File: src/sv/itsc_pkg.sv
`timescale 1ns / 1ps
`default_nettype none

package itsc_pkg;

  localparam int unsigned CharW  = 8;
  localparam int unsigned PhaseW = 4;
  localparam int unsigned AddrW  = 3;
  localparam int unsigned DataW  = 32;

  localparam logic [CharW-1:0] CHAR_MINUS = 8'h2D;
  localparam logic [CharW-1:0] CHAR_COMMA = 8'h2C;
  localparam logic [CharW-1:0] CHAR_ZERO  = 8'h30;
  localparam logic [CharW-1:0] CHAR_NINE  = 8'h39;

  localparam logic REG_ALLOW_SIGN     = 1'b0;
  localparam logic REG_REQUIRE_COMMAS = 1'b1;

  typedef struct packed {
    logic allow_sign;
    logic require_commas;
  } cfg_t;

  typedef struct packed {
    logic valid;
    logic well_formed;
  } scan_res_t;

endpackage

`default_nettype wire

File: src/sv/itsc_cfg.sv
`timescale 1ns / 1ps
`default_nettype none

module itsc_cfg
  import itsc_pkg::*;
(
  input  wire logic             clk,
  input  wire logic             rst_n,
  input  wire logic             psel,
  input  wire logic             penable,
  input  wire logic             pwrite,
  input  wire logic [AddrW-1:0] paddr,
  input  wire logic [DataW-1:0] pwdata,
  output logic      [DataW-1:0] prdata,
  output logic                  pready,
  output cfg_t                  cfg
);

  cfg_t cfg_r;
  cfg_t cfg_nxt;
  logic wr_en;
  logic reg_sel;

  assign pready  = 1'b1;
  assign wr_en   = psel && penable && pwrite && pready;
  assign reg_sel = paddr[2];

  always_comb begin
    cfg_nxt = cfg_r;
    if (wr_en) begin
      case (reg_sel)
        REG_ALLOW_SIGN:     cfg_nxt.allow_sign     = pwdata[0];
        REG_REQUIRE_COMMAS: cfg_nxt.require_commas = pwdata[0];
        default:            cfg_nxt = cfg_r;
      endcase
    end
  end

  always_ff @(posedge clk) begin
    if (!rst_n) begin
      cfg_r <= '0;
    end else begin
      cfg_r <= cfg_nxt;
    end
  end

  always_comb begin
    prdata = '0;
    case (reg_sel)
      REG_ALLOW_SIGN:     prdata[0] = cfg_r.allow_sign;
      REG_REQUIRE_COMMAS: prdata[0] = cfg_r.require_commas;
      default:            prdata = '0;
    endcase
  end

  assign cfg = cfg_r;

endmodule

`default_nettype wire

File: src/sv/itsc_scan.sv
`timescale 1ns / 1ps
`default_nettype none

module itsc_scan
  import itsc_pkg::*;
(
  input  wire logic             clk,
  input  wire logic             rst_n,
  input  wire cfg_t             cfg,
  input  wire logic             in_valid,
  output logic                  in_ready,
  input  wire logic [CharW-1:0] in_character,
  input  wire logic             in_end_of_string,
  output scan_res_t             res,
  input  wire logic             res_ready
);

  localparam logic [PhaseW-1:0] PH_START  = 4'd0;
  localparam logic [PhaseW-1:0] PH_MINUS  = 4'd1;
  localparam logic [PhaseW-1:0] PH_ZERO   = 4'd2;
  localparam logic [PhaseW-1:0] PH_PLAIN  = 4'd3;
  localparam logic [PhaseW-1:0] PH_HEAD1  = 4'd4;
  localparam logic [PhaseW-1:0] PH_HEAD2  = 4'd5;
  localparam logic [PhaseW-1:0] PH_HEAD3  = 4'd6;
  localparam logic [PhaseW-1:0] PH_GRP0   = 4'd7;
  localparam logic [PhaseW-1:0] PH_GRP1   = 4'd8;
  localparam logic [PhaseW-1:0] PH_GRP2   = 4'd9;
  localparam logic [PhaseW-1:0] PH_GRP3   = 4'd10;
  localparam logic [PhaseW-1:0] PH_REJECT = 4'd11;

  logic              stg_valid_r;
  logic              stg_valid_nxt;
  logic [CharW-1:0]  stg_char_r;
  logic              stg_eos_r;
  logic [PhaseW-1:0] phase_r;
  logic [PhaseW-1:0] phase_nxt;
  logic [PhaseW-1:0] adv_phase;
  logic [PhaseW-1:0] first_phase;
  logic              stg_go;
  logic              is_dig;
  logic              is_comma;
  logic              is_minus;
  logic              is_zero;

  assign stg_go   = stg_valid_r && (!stg_eos_r || res_ready);
  assign in_ready = !stg_valid_r || stg_go;

  assign is_dig      = stg_char_r inside {[CHAR_ZERO:CHAR_NINE]};
  assign is_comma    = (stg_char_r == CHAR_COMMA);
  assign is_minus    = (stg_char_r == CHAR_MINUS);
  assign is_zero     = (stg_char_r == CHAR_ZERO);
  assign first_phase = cfg.require_commas ? PH_HEAD1 : PH_PLAIN;

  always_comb begin
    case (phase_r)
      PH_START: begin
        if (is_minus && cfg.allow_sign) begin
          adv_phase = PH_MINUS;
        end else if (is_zero) begin
          adv_phase = PH_ZERO;
        end else if (is_dig) begin
          adv_phase = first_phase;
        end else begin
          adv_phase = PH_REJECT;
        end
      end
      PH_MINUS: adv_phase = (is_dig && !is_zero) ? first_phase : PH_REJECT;
      PH_PLAIN: adv_phase = is_dig ? PH_PLAIN : PH_REJECT;
      PH_HEAD1: begin
        if (is_dig) begin
          adv_phase = PH_HEAD2;
        end else begin
          adv_phase = is_comma ? PH_GRP0 : PH_REJECT;
        end
      end
      PH_HEAD2: begin
        if (is_dig) begin
          adv_phase = PH_HEAD3;
        end else begin
          adv_phase = is_comma ? PH_GRP0 : PH_REJECT;
        end
      end
      PH_HEAD3, PH_GRP3: adv_phase = is_comma ? PH_GRP0 : PH_REJECT;
      PH_GRP0:  adv_phase = is_dig ? PH_GRP1 : PH_REJECT;
      PH_GRP1:  adv_phase = is_dig ? PH_GRP2 : PH_REJECT;
      PH_GRP2:  adv_phase = is_dig ? PH_GRP3 : PH_REJECT;
      default:  adv_phase = PH_REJECT;
    endcase
  end

  always_comb begin
    phase_nxt = phase_r;
    if (stg_go) begin
      phase_nxt = stg_eos_r ? PH_START : adv_phase;
    end
  end

  assign stg_valid_nxt = in_ready ? in_valid : stg_valid_r;

  always_ff @(posedge clk) begin
    if (!rst_n) begin
      stg_valid_r <= 1'b0;
      phase_r     <= PH_START;
    end else begin
      stg_valid_r <= stg_valid_nxt;
      phase_r     <= phase_nxt;
    end
  end

  always_ff @(posedge clk) begin
    if (in_ready && in_valid) begin
      stg_char_r <= in_character;
      stg_eos_r  <= in_end_of_string;
    end
  end

  assign res.valid       = stg_valid_r && stg_eos_r;
  assign res.well_formed = phase_r inside {PH_ZERO, PH_PLAIN, PH_HEAD1, PH_HEAD2,
                                           PH_HEAD3, PH_GRP3};

endmodule

`default_nettype wire

File: src/sv/integer_text_syntax_checker_top.sv
`timescale 1ns / 1ps
`default_nettype none

// Checks that a stream of characters, one per transfer and closed by a transfer with
// in_end_of_string set, forms a well-formed decimal integer: a plain digit string, or
// comma-grouped digits when require_commas is set, with an optional leading minus when
// allow_sign is set. Only the closing transfer produces a result, out_well_formed; out_valid
// rises once the closing transfer has passed the input register and the output register is
// free. One character is accepted every cycle while the input does not stall; that rate is
// set by the scan phase register, which is updated once per character by combinational
// next-state logic. While a result waits on the output, characters keep flowing, and the
// input stalls only when a second closing transfer reaches the input register. Registers:
// allow_sign at byte address 0 and require_commas at byte address 4, both bit 0.
module integer_text_syntax_checker_top
  import itsc_pkg::*;
(
  input  wire logic             clk,
  input  wire logic             rst_n,
  input  wire logic             psel,
  input  wire logic             penable,
  input  wire logic             pwrite,
  input  wire logic [AddrW-1:0] paddr,
  input  wire logic [DataW-1:0] pwdata,
  output logic      [DataW-1:0] prdata,
  output logic                  pready,
  input  wire logic             in_valid,
  output logic                  in_ready,
  input  wire logic [CharW-1:0] in_character,
  input  wire logic             in_end_of_string,
  output logic                  out_valid,
  input  wire logic             out_ready,
  output logic                  out_well_formed
);

  cfg_t      cfg;
  scan_res_t res;
  logic      res_ready;
  logic      out_valid_r;
  logic      out_valid_nxt;
  logic      out_wf_r;

  itsc_cfg u_cfg (
    .clk     (clk),
    .rst_n   (rst_n),
    .psel    (psel),
    .penable (penable),
    .pwrite  (pwrite),
    .paddr   (paddr),
    .pwdata  (pwdata),
    .prdata  (prdata),
    .pready  (pready),
    .cfg     (cfg)
  );

  itsc_scan u_scan (
    .clk              (clk),
    .rst_n            (rst_n),
    .cfg              (cfg),
    .in_valid         (in_valid),
    .in_ready         (in_ready),
    .in_character     (in_character),
    .in_end_of_string (in_end_of_string),
    .res              (res),
    .res_ready        (res_ready)
  );

  assign res_ready     = !out_valid_r || out_ready;
  assign out_valid_nxt = res_ready ? res.valid : out_valid_r;

  always_ff @(posedge clk) begin
    if (!rst_n) begin
      out_valid_r <= 1'b0;
    end else begin
      out_valid_r <= out_valid_nxt;
    end
  end

  always_ff @(posedge clk) begin
    if (res_ready && res.valid) begin
      out_wf_r <= res.well_formed;
    end
  end

  assign out_valid       = out_valid_r;
  assign out_well_formed = out_wf_r;

`ifndef NO_ASSERTIONS
  a_stall_only_on_full_output: assert property (
    @(posedge clk) disable iff (!rst_n)
    !in_ready |-> (out_valid && !out_ready && res.valid))
    else $error("input stalled without a waiting result");

  a_reset_clears_output: assert property (
    @(posedge clk) !rst_n |=> !out_valid)
    else $error("result valid directly after reset");

  a_result_moves_when_free: assert property (
    @(posedge clk) disable iff (!rst_n)
    (res.valid && !out_valid) |=> out_valid)
    else $error("pending result not moved to a free output register");
`endif

endmodule

`default_nettype wire
File: config.mk
export PLATFORM = sky130hd
export DESIGN_NAME = integer_text_syntax_checker_top
export DESIGN_NICKNAME = d
export VERILOG_FILES = /design/src/sv/itsc_pkg.sv /design/src/sv/itsc_cfg.sv /design/src/sv/itsc_scan.sv /design/src/sv/integer_text_syntax_checker_top.sv
export SDC_FILE = /design/constraint.sdc
export NUM_CORES = 1
export LEC_CHECK = 0
export ABC_AREA = 1
export BUFFER_PORTS_ARGS = -buffer_cell sky130_fd_sc_hd__buf_2
export CELL_PAD_IN_SITES_DETAIL_PLACEMENT = 1
export CELL_PAD_IN_SITES_GLOBAL_PLACEMENT = 1
export CORE_MARGIN = 5
export CORE_UTILIZATION = 24
export DETAILED_ROUTE_END_ITERATION = 16
export HOLD_SLACK_MARGIN = 0.05
export PLACE_DENSITY = 0.75
export SLEW_MARGIN = 25
export SYNTH_ARGS = -nofsm -noshare
export SYNTH_HDL_FRONTEND = slang
export SYNTH_SLANG_ARGS = --single-unit
File: constraint.sdc
create_clock -name clk -period 1.37 [get_ports clk]
set_clock_uncertainty 0.05 [all_clocks]
set_input_delay 0.2055 -clock clk [delete_from_list [all_inputs] [get_ports clk]]
set_output_delay 0.2055 -clock clk [all_outputs]
set_load 0.01 [all_outputs]
==> results of run 1 <==
==> worst max-delay path: stages (launching register included) <==
cell and delay (ns):
edfxtp_1 0.43, o21ai_2 0.24, nand4_1 0.21, a21oi_2 0.19, nand3_1 0.11, nand2_1 0.07
a21oi_1 0.05
==> final cells by class <==
class / count / area (µm²) / share of cell area
clock buffer: 4 / 45.0 / 0.0299
multi-input combinational: 135 / 668 / 0.444
tap: 70 / 87.6 / 0.0582
timing repair buffer: 28 / 168 / 0.111
inverter: 20 / 75.1 / 0.0499
sequential: 18 / 462 / 0.307
==> power by group through the flow <==
stage	registers [µW]	clock network (µW)	logic [µW]
2_1_floorplan	625	0	214
3_3_place_gp	626	0	209
3_5_place_dp	628	0	213
4_1_cts	618	387	223
5_1_grt	622	406	267
6_report	619	371	234
==> placed cells by master, fill, tap and decap left out, types with 4 or more instances in the layout <==
cell type / n
a21oi_1: 10
buf_2: 20
buf_4: 6
conb_1: 32
dfxtp_1: 7
edfxtp_1: 10
inv_1: 17
nand2_1: 37
nand2_2: 7
nand3_1: 8
nand3_2: 4
nor2_1: 14
nor2_2: 6
nor2_4: 4
==> logic make-up after synthesis <==
family,count (synthesis),share of synthesized area
and+or+nand+nor,84,0.295
buffers and inverters,52,0.250
AOI/OAI and AO/OA,19,0.0834
DFF,18,0.365
other,2,0.00596
==> per-stage QoR <==
stage	std cells	utilization	total power (µW)
after floorplan	205	-	839
after global placement	270	0.269	835
after detailed placement	270	0.269	842
after CTS	274	0.285	1230
after global routing	275	0.295	1290
final	275	0.295	1220
==> final timing paths <==
check | startpoint | endpoint | slack, ns | cells after the start
worst min-delay path | in_character[0] | u_scan.stg_char_r[0]$_DFFE_PP_ | 0.07 | 1
worst min register to register | u_scan.phase_r[3]$_SDFFE_PN0P_ | u_scan.phase_r[3]$_SDFFE_PN0P_ | 0.46 | 2
worst max register to register | u_scan.stg_char_r[1]$_DFFE_PP_ | u_scan.phase_r[1]$_SDFFE_PN0P_ | -0.10 | 6
worst max-delay path | u_scan.stg_char_r[1]$_DFFE_PP_ | u_scan.phase_r[1]$_SDFFE_PN0P_ | -0.10 | 6
==> sequential cells by signal, indices dropped and copies added (netlist names) <==
signal / cells
u_scan.stg_char_r: 8
u_scan.stg_eos_r: 1
u_scan.stg_valid_r: 1
out_well_formed: 1
u_cfg.cfg: 2
u_scan.phase_r: 4
out_valid: 1
==> layer usage <==
| layer | GRT usage | vias to the layer above | wire (µm) |
|---|---|---|---|
| met3 | 0.00325 | 4 | 177 |
| met2 | 0.153 | 39 | 1470 |
| met5 | 0 | - | 0 |
| met4 | 0.0598 | 0 | 78 |
| li1 | - | 547 | - |
| met1 | 0.0932 | 504 | 1070 |
==> cell usage after synthesis, types with 2 or more instances <==
library cell / count / area [µm²]
a21oi_1: 12 / 60.1
buf_4: 32 / 240
conb_1: 2 / 7.51
dfxtp_1: 8 / 160
edfxtp_1: 10 / 300
inv_1: 19 / 71.3
nand2_1: 39 / 146
nand2_2: 6 / 37.5
nand3_1: 10 / 50.1
nand3_2: 2 / 20.0
nor2_1: 22 / 82.6
nor2_2: 2 / 12.5
o21ai_0: 2 / 10.0
==> what timing repair did <==
action / in CTS / in global routing
pin swaps: 4 / 10
setup buffers: 0 / 1
hold endpoints to repair: 0 / 0
setup endpoints to repair: 5 / 14
resized for setup: 12 / 12
==> results.ini, run 1 <==
[status]
outcome=finished with violations
failed_checks=setup timing

[sta]
setup_viol=5
hold_ws_ns=0.0747
fin_crit_sh=1.07
setup_tns_ns=-0.329
fin_ws_ns=-0.102
rsz0062_at_grt=true
timing.fmax_mhz=679
hold_violations=0
maxSlewViolCount=0
period_minus_slack_ns=1.47

[clock_network]
path_clk_slew_ns=0.06
cts_buffers=3
cts.sinks=18
cts_root_buffer=clkbuf_8
cts_tree=built
cts-root-to-sink-buffers=2
clk_latency_ns=0.25
cts_htree_levels=1
ctsHoldBuffers=0

[yosys]
async_flop_share=0
ys_ff_latch=18
synth_cells=175
ys_types=22
ys_seq_area_frac=0.365
synth_top_flop_cell=edfxtp_1
syn_area_um2=1260
synth-edff-count=10
synth.avg_cell_area_um2=7.20
yosys_warnings=0

[finish]
area_delta_synth_final_pct=19.5
drive_gt1_frac=0.302
n_antenna_cell=0
n_fill_cell=653
postLayoutCellArea_um2=1510
nets=257

[setup_path]
required_ns=1.45
start_kind=flip-flop
cp.arrival_ns=1.55
crit_fanout=3
critPathKind=reg2reg
endpoint_kind=flip-flop

[pwr]
p_seq_frac=0.506
power.density_nw_per_um2=813
p_leak_uw=0.000722
p_int_uw=885
comb_power_share=0.191
p_sw_frac=0.277
p_clk_frac=0.303
ir_drop_uv=831
power_switching_uw=339

[global_routing]
grt_max_degree=11
grt_pass1_wl_mm=4.31
grt_pass1_vias=1007
antenna_found_initial=0
track_usage=0.0842
gr-total-overflow=0

[route]
detail_route.vias_per_cell=3.98
route.detailed.drc=0
drt-total-wl_mm=2.79
drtIter0Drc=9
drtAntennaViolNets=0
dr.pass1.iters=4
wl_per_cell_um=10.2
vias=1094

[floorplan]
initial_core_util=0.247
die_h_um=82.5
dieArea_um2=6800
rows=26
die_w_um=82.5
core_area_um2=5110
ios=87

[place]
dp_hpwl_mm=2.26
placed_area_um2=1370
routabilityCongestion=0.785
io_buffers=21
pre_cts_slack_ns=-0.145

[hold_path]
hold_path.class=in2reg

[flow_run]
cap_violations=0

(Power assumes the default switching activity.)
==> inputs of run 2 (changes only) <==
--- a/config.mk
+++ b/config.mk
@@ -12,6 +12,7 @@
 export CORE_MARGIN = 5
 export CORE_UTILIZATION = 24
 export DETAILED_ROUTE_END_ITERATION = 16
+export GPL_TIMING_DRIVEN = 0
 export HOLD_SLACK_MARGIN = 0.05
 export PLACE_DENSITY = 0.75
 export SLEW_MARGIN = 25
==> run 2 against run 1 <==
  * The run still ends with setup timing left
  * Fmax about the same
  * Utilization increased by 4.2 points
  * Register-to-register slack about the same
  * Combinational power increased by 28%
  * First-iteration DRC count increased by 33%
  * Global-route usage increased by 0.52 points
  * Wire length increased by 8.7%
  * Sequential share of layout area decreased by 3.6 points
  * Clock-buffer cell count unchanged
  * Critical path type unchanged
==> results.ini, run 2 (same netlist as run 1, synthesis figures left out) <==
[place]
dp_hpwl_mm=2.47  ; +9.6%
routabilityCongestion=0.808  ; +3.0%
dp_cells=296  ; +9.6%
io_buffers=21  ; unchanged

[finish]
area_delta_synth_final_pct=36.6
layout_common_cells=nand2_1, buf_4, conb_1, buf_2, inv_1
n_antenna_cell=0  ; unchanged
nets=284  ; +11%
instances_no_fill=302  ; +9.8%
largest_reg_flops=8  ; unchanged
regMostFlops=u_scan.stg_char_r
final_common_cell=nand2_1
drive_gt1_frac=0.414  ; +0.111

[floorplan]
initial_core_util=0.247  ; unchanged
dieArea_um2=6800  ; unchanged
die_h_um=82.5  ; unchanged
die_w_um=82.5  ; unchanged
ios=87  ; unchanged
core_area_um2=5110  ; unchanged
rows=26  ; unchanged

[route]
vias=1155  ; +5.6%
drtIter0Drc=12  ; +3
drt-total-wl_mm=3.04  ; +8.7%
route.detailed.drc=0  ; unchanged
drtAntennaViolNets=0  ; unchanged
dr.pass1.iters=3  ; -1
detail_route.vias_per_cell=3.82  ; -3.9%
wl_per_cell_um=10.1  ; -1.0%

[setup_path]
critPathTopFamily=compound AO/OA/AOI/OAI gates
required_ns=1.44  ; about the same
crit_chain=o21ai_2 > nand4_1 > a21oi_2 > nand3_1 > nand2_1 > a21oi_1
critical_path_buf_inv_count=0  ; unchanged
cp.arrival_ns=1.55  ; about the same
start_kind=flip-flop
critPathKind=reg2reg
endpoint_kind=flip-flop
crit_path_top_delay_cell=edfxtp_1
crit_fanout=4  ; +1
slowest_delay_ns=0.46  ; +0.03 ns

[sta]
rsz0062_at_grt=true
timing.fmax_mhz=679  ; about the same
fin_ws_ns=-0.103  ; -0.000824 ns
setup_viol=5  ; unchanged
fin_crit_sh=1.08  ; about the same
maxSlewViolCount=0  ; unchanged
period_minus_slack_ns=1.47  ; +0.000824 ns
hold_violations=0  ; unchanged

[pwr]
power_uw=1290  ; +5.8%
p_leak_uw=0.000866  ; +20%
power.density_nw_per_um2=752  ; -7.5%
ir_drop_uv=510  ; -39%

[status]
failed_checks=setup timing
outcome=finished with violations

[clock_network]
cts_root_buffer=clkbuf_8
path_clk_slew_ns=0.07  ; about the same
ctsHoldBuffers=0  ; unchanged
cts_buffers=3  ; unchanged
cts.sinks=18  ; unchanged
cts-root-to-sink-buffers=2  ; unchanged
clk_latency_ns=0.25  ; about the same
cts_htree_levels=1  ; unchanged
cts_tree=built

[flow_run]
cap_violations=0  ; unchanged

[hold_path]
hold_path.class=in2reg

[global_routing]
grt_pass1_wl_mm=4.76  ; +10%
gr-total-overflow=0  ; unchanged
grt_pass1_vias=1139  ; +13%
grt_max_degree=11  ; unchanged
track_usage=0.0894  ; +0.00516
antenna_found_initial=0  ; unchanged

==> run 2: cell count changes in the layout (fill, tap and decap cells not counted), moves of 2 or more <==
cell     change
buf_4       +27
dfxtp_1      -3
dfxtp_2      +3
inv_1        -2
inv_2        +2
nand2_1      -3
nand2_2      +3
==> run 2: per-layer routing <==
metal,part of all wire,track usage,vias to the layer above
met3,0.073,0.0130,2
li1,-,-,599
met1,0.38,0.0956,515
met5,0,0,-
met2,0.54,0.171,39
met4,0.011,0.0399,0
==> run 2: path summary, 6_finish.rpt <==
kind | from | end | slack [ns] | cells past startpoint
max reg2reg | u_scan.stg_char_r[2]$_DFFE_PP_ | u_scan.phase_r[0]$_SDFFE_PN0P_ | -0.10 | 6
min | in_character[3] | u_scan.stg_char_r[3]$_DFFE_PP_ | 0.08 | 1
max | u_scan.stg_char_r[2]$_DFFE_PP_ | u_scan.phase_r[0]$_SDFFE_PN0P_ | -0.10 | 6
min reg2reg | u_scan.phase_r[2]$_SDFFE_PN0P_ | u_scan.phase_r[2]$_SDFFE_PN0P_ | 0.46 | 2
==> run 2: final cells by class <==
cell class / instances / area, µm²
Fill cell: 655 / 3390
Multi-Input combinational cell: 135 / 678
Sequential cell: 18 / 465
Buffer: 32 / 240
Timing Repair Buffer: 23 / 130
Tap cell: 70 / 87.6
Inverter: 20 / 75.1
Clock buffer: 4 / 45.0
==> run 2: what timing repair did <==
action,CTS,global route
setup endpoints to repair,14,14
gates resized for setup,15,17
pin swaps,6,6
setup buffers,2,0
==> run 2: worst register-to-register path: cells and delay by family (launching register included) <==
kind	cells	cell delay, ns
flops	1	0.46
compound gates	3	0.48
simple gates	3	0.36
==> run 2: through the flow <==
| stage | hold slack, ns | cell area (µm²) | setup WS (ns) | utilization | TNS (ns) |
|---|---|---|---|---|---|
| finish | 0.0784 | 1720 | -0.103 | 0.337 | -0.296 |
| global route | 0.0649 | 1720 | -0.207 | 0.337 | -0.741 |
| CTS | 0.0708 | 1680 | -0.0688 | 0.328 | -0.790 |
| detailed placement | 0.334 | 1570 | -0.132 | 0.307 | -0.889 |
| global placement | 0.334 | 1570 | -0.103 | 0.307 | -0.463 |
| floorplan | 0.254 | 1380 | 0.0739 | - | 0 |
==> run 2: power breakdown <==
part	switching (µW)	leakage (µW)	internal (µW)	total, µW
clock network	167	0.0000228	206	373
logic	166	0.000679	133	299
registers	23.5	0.000165	599	622
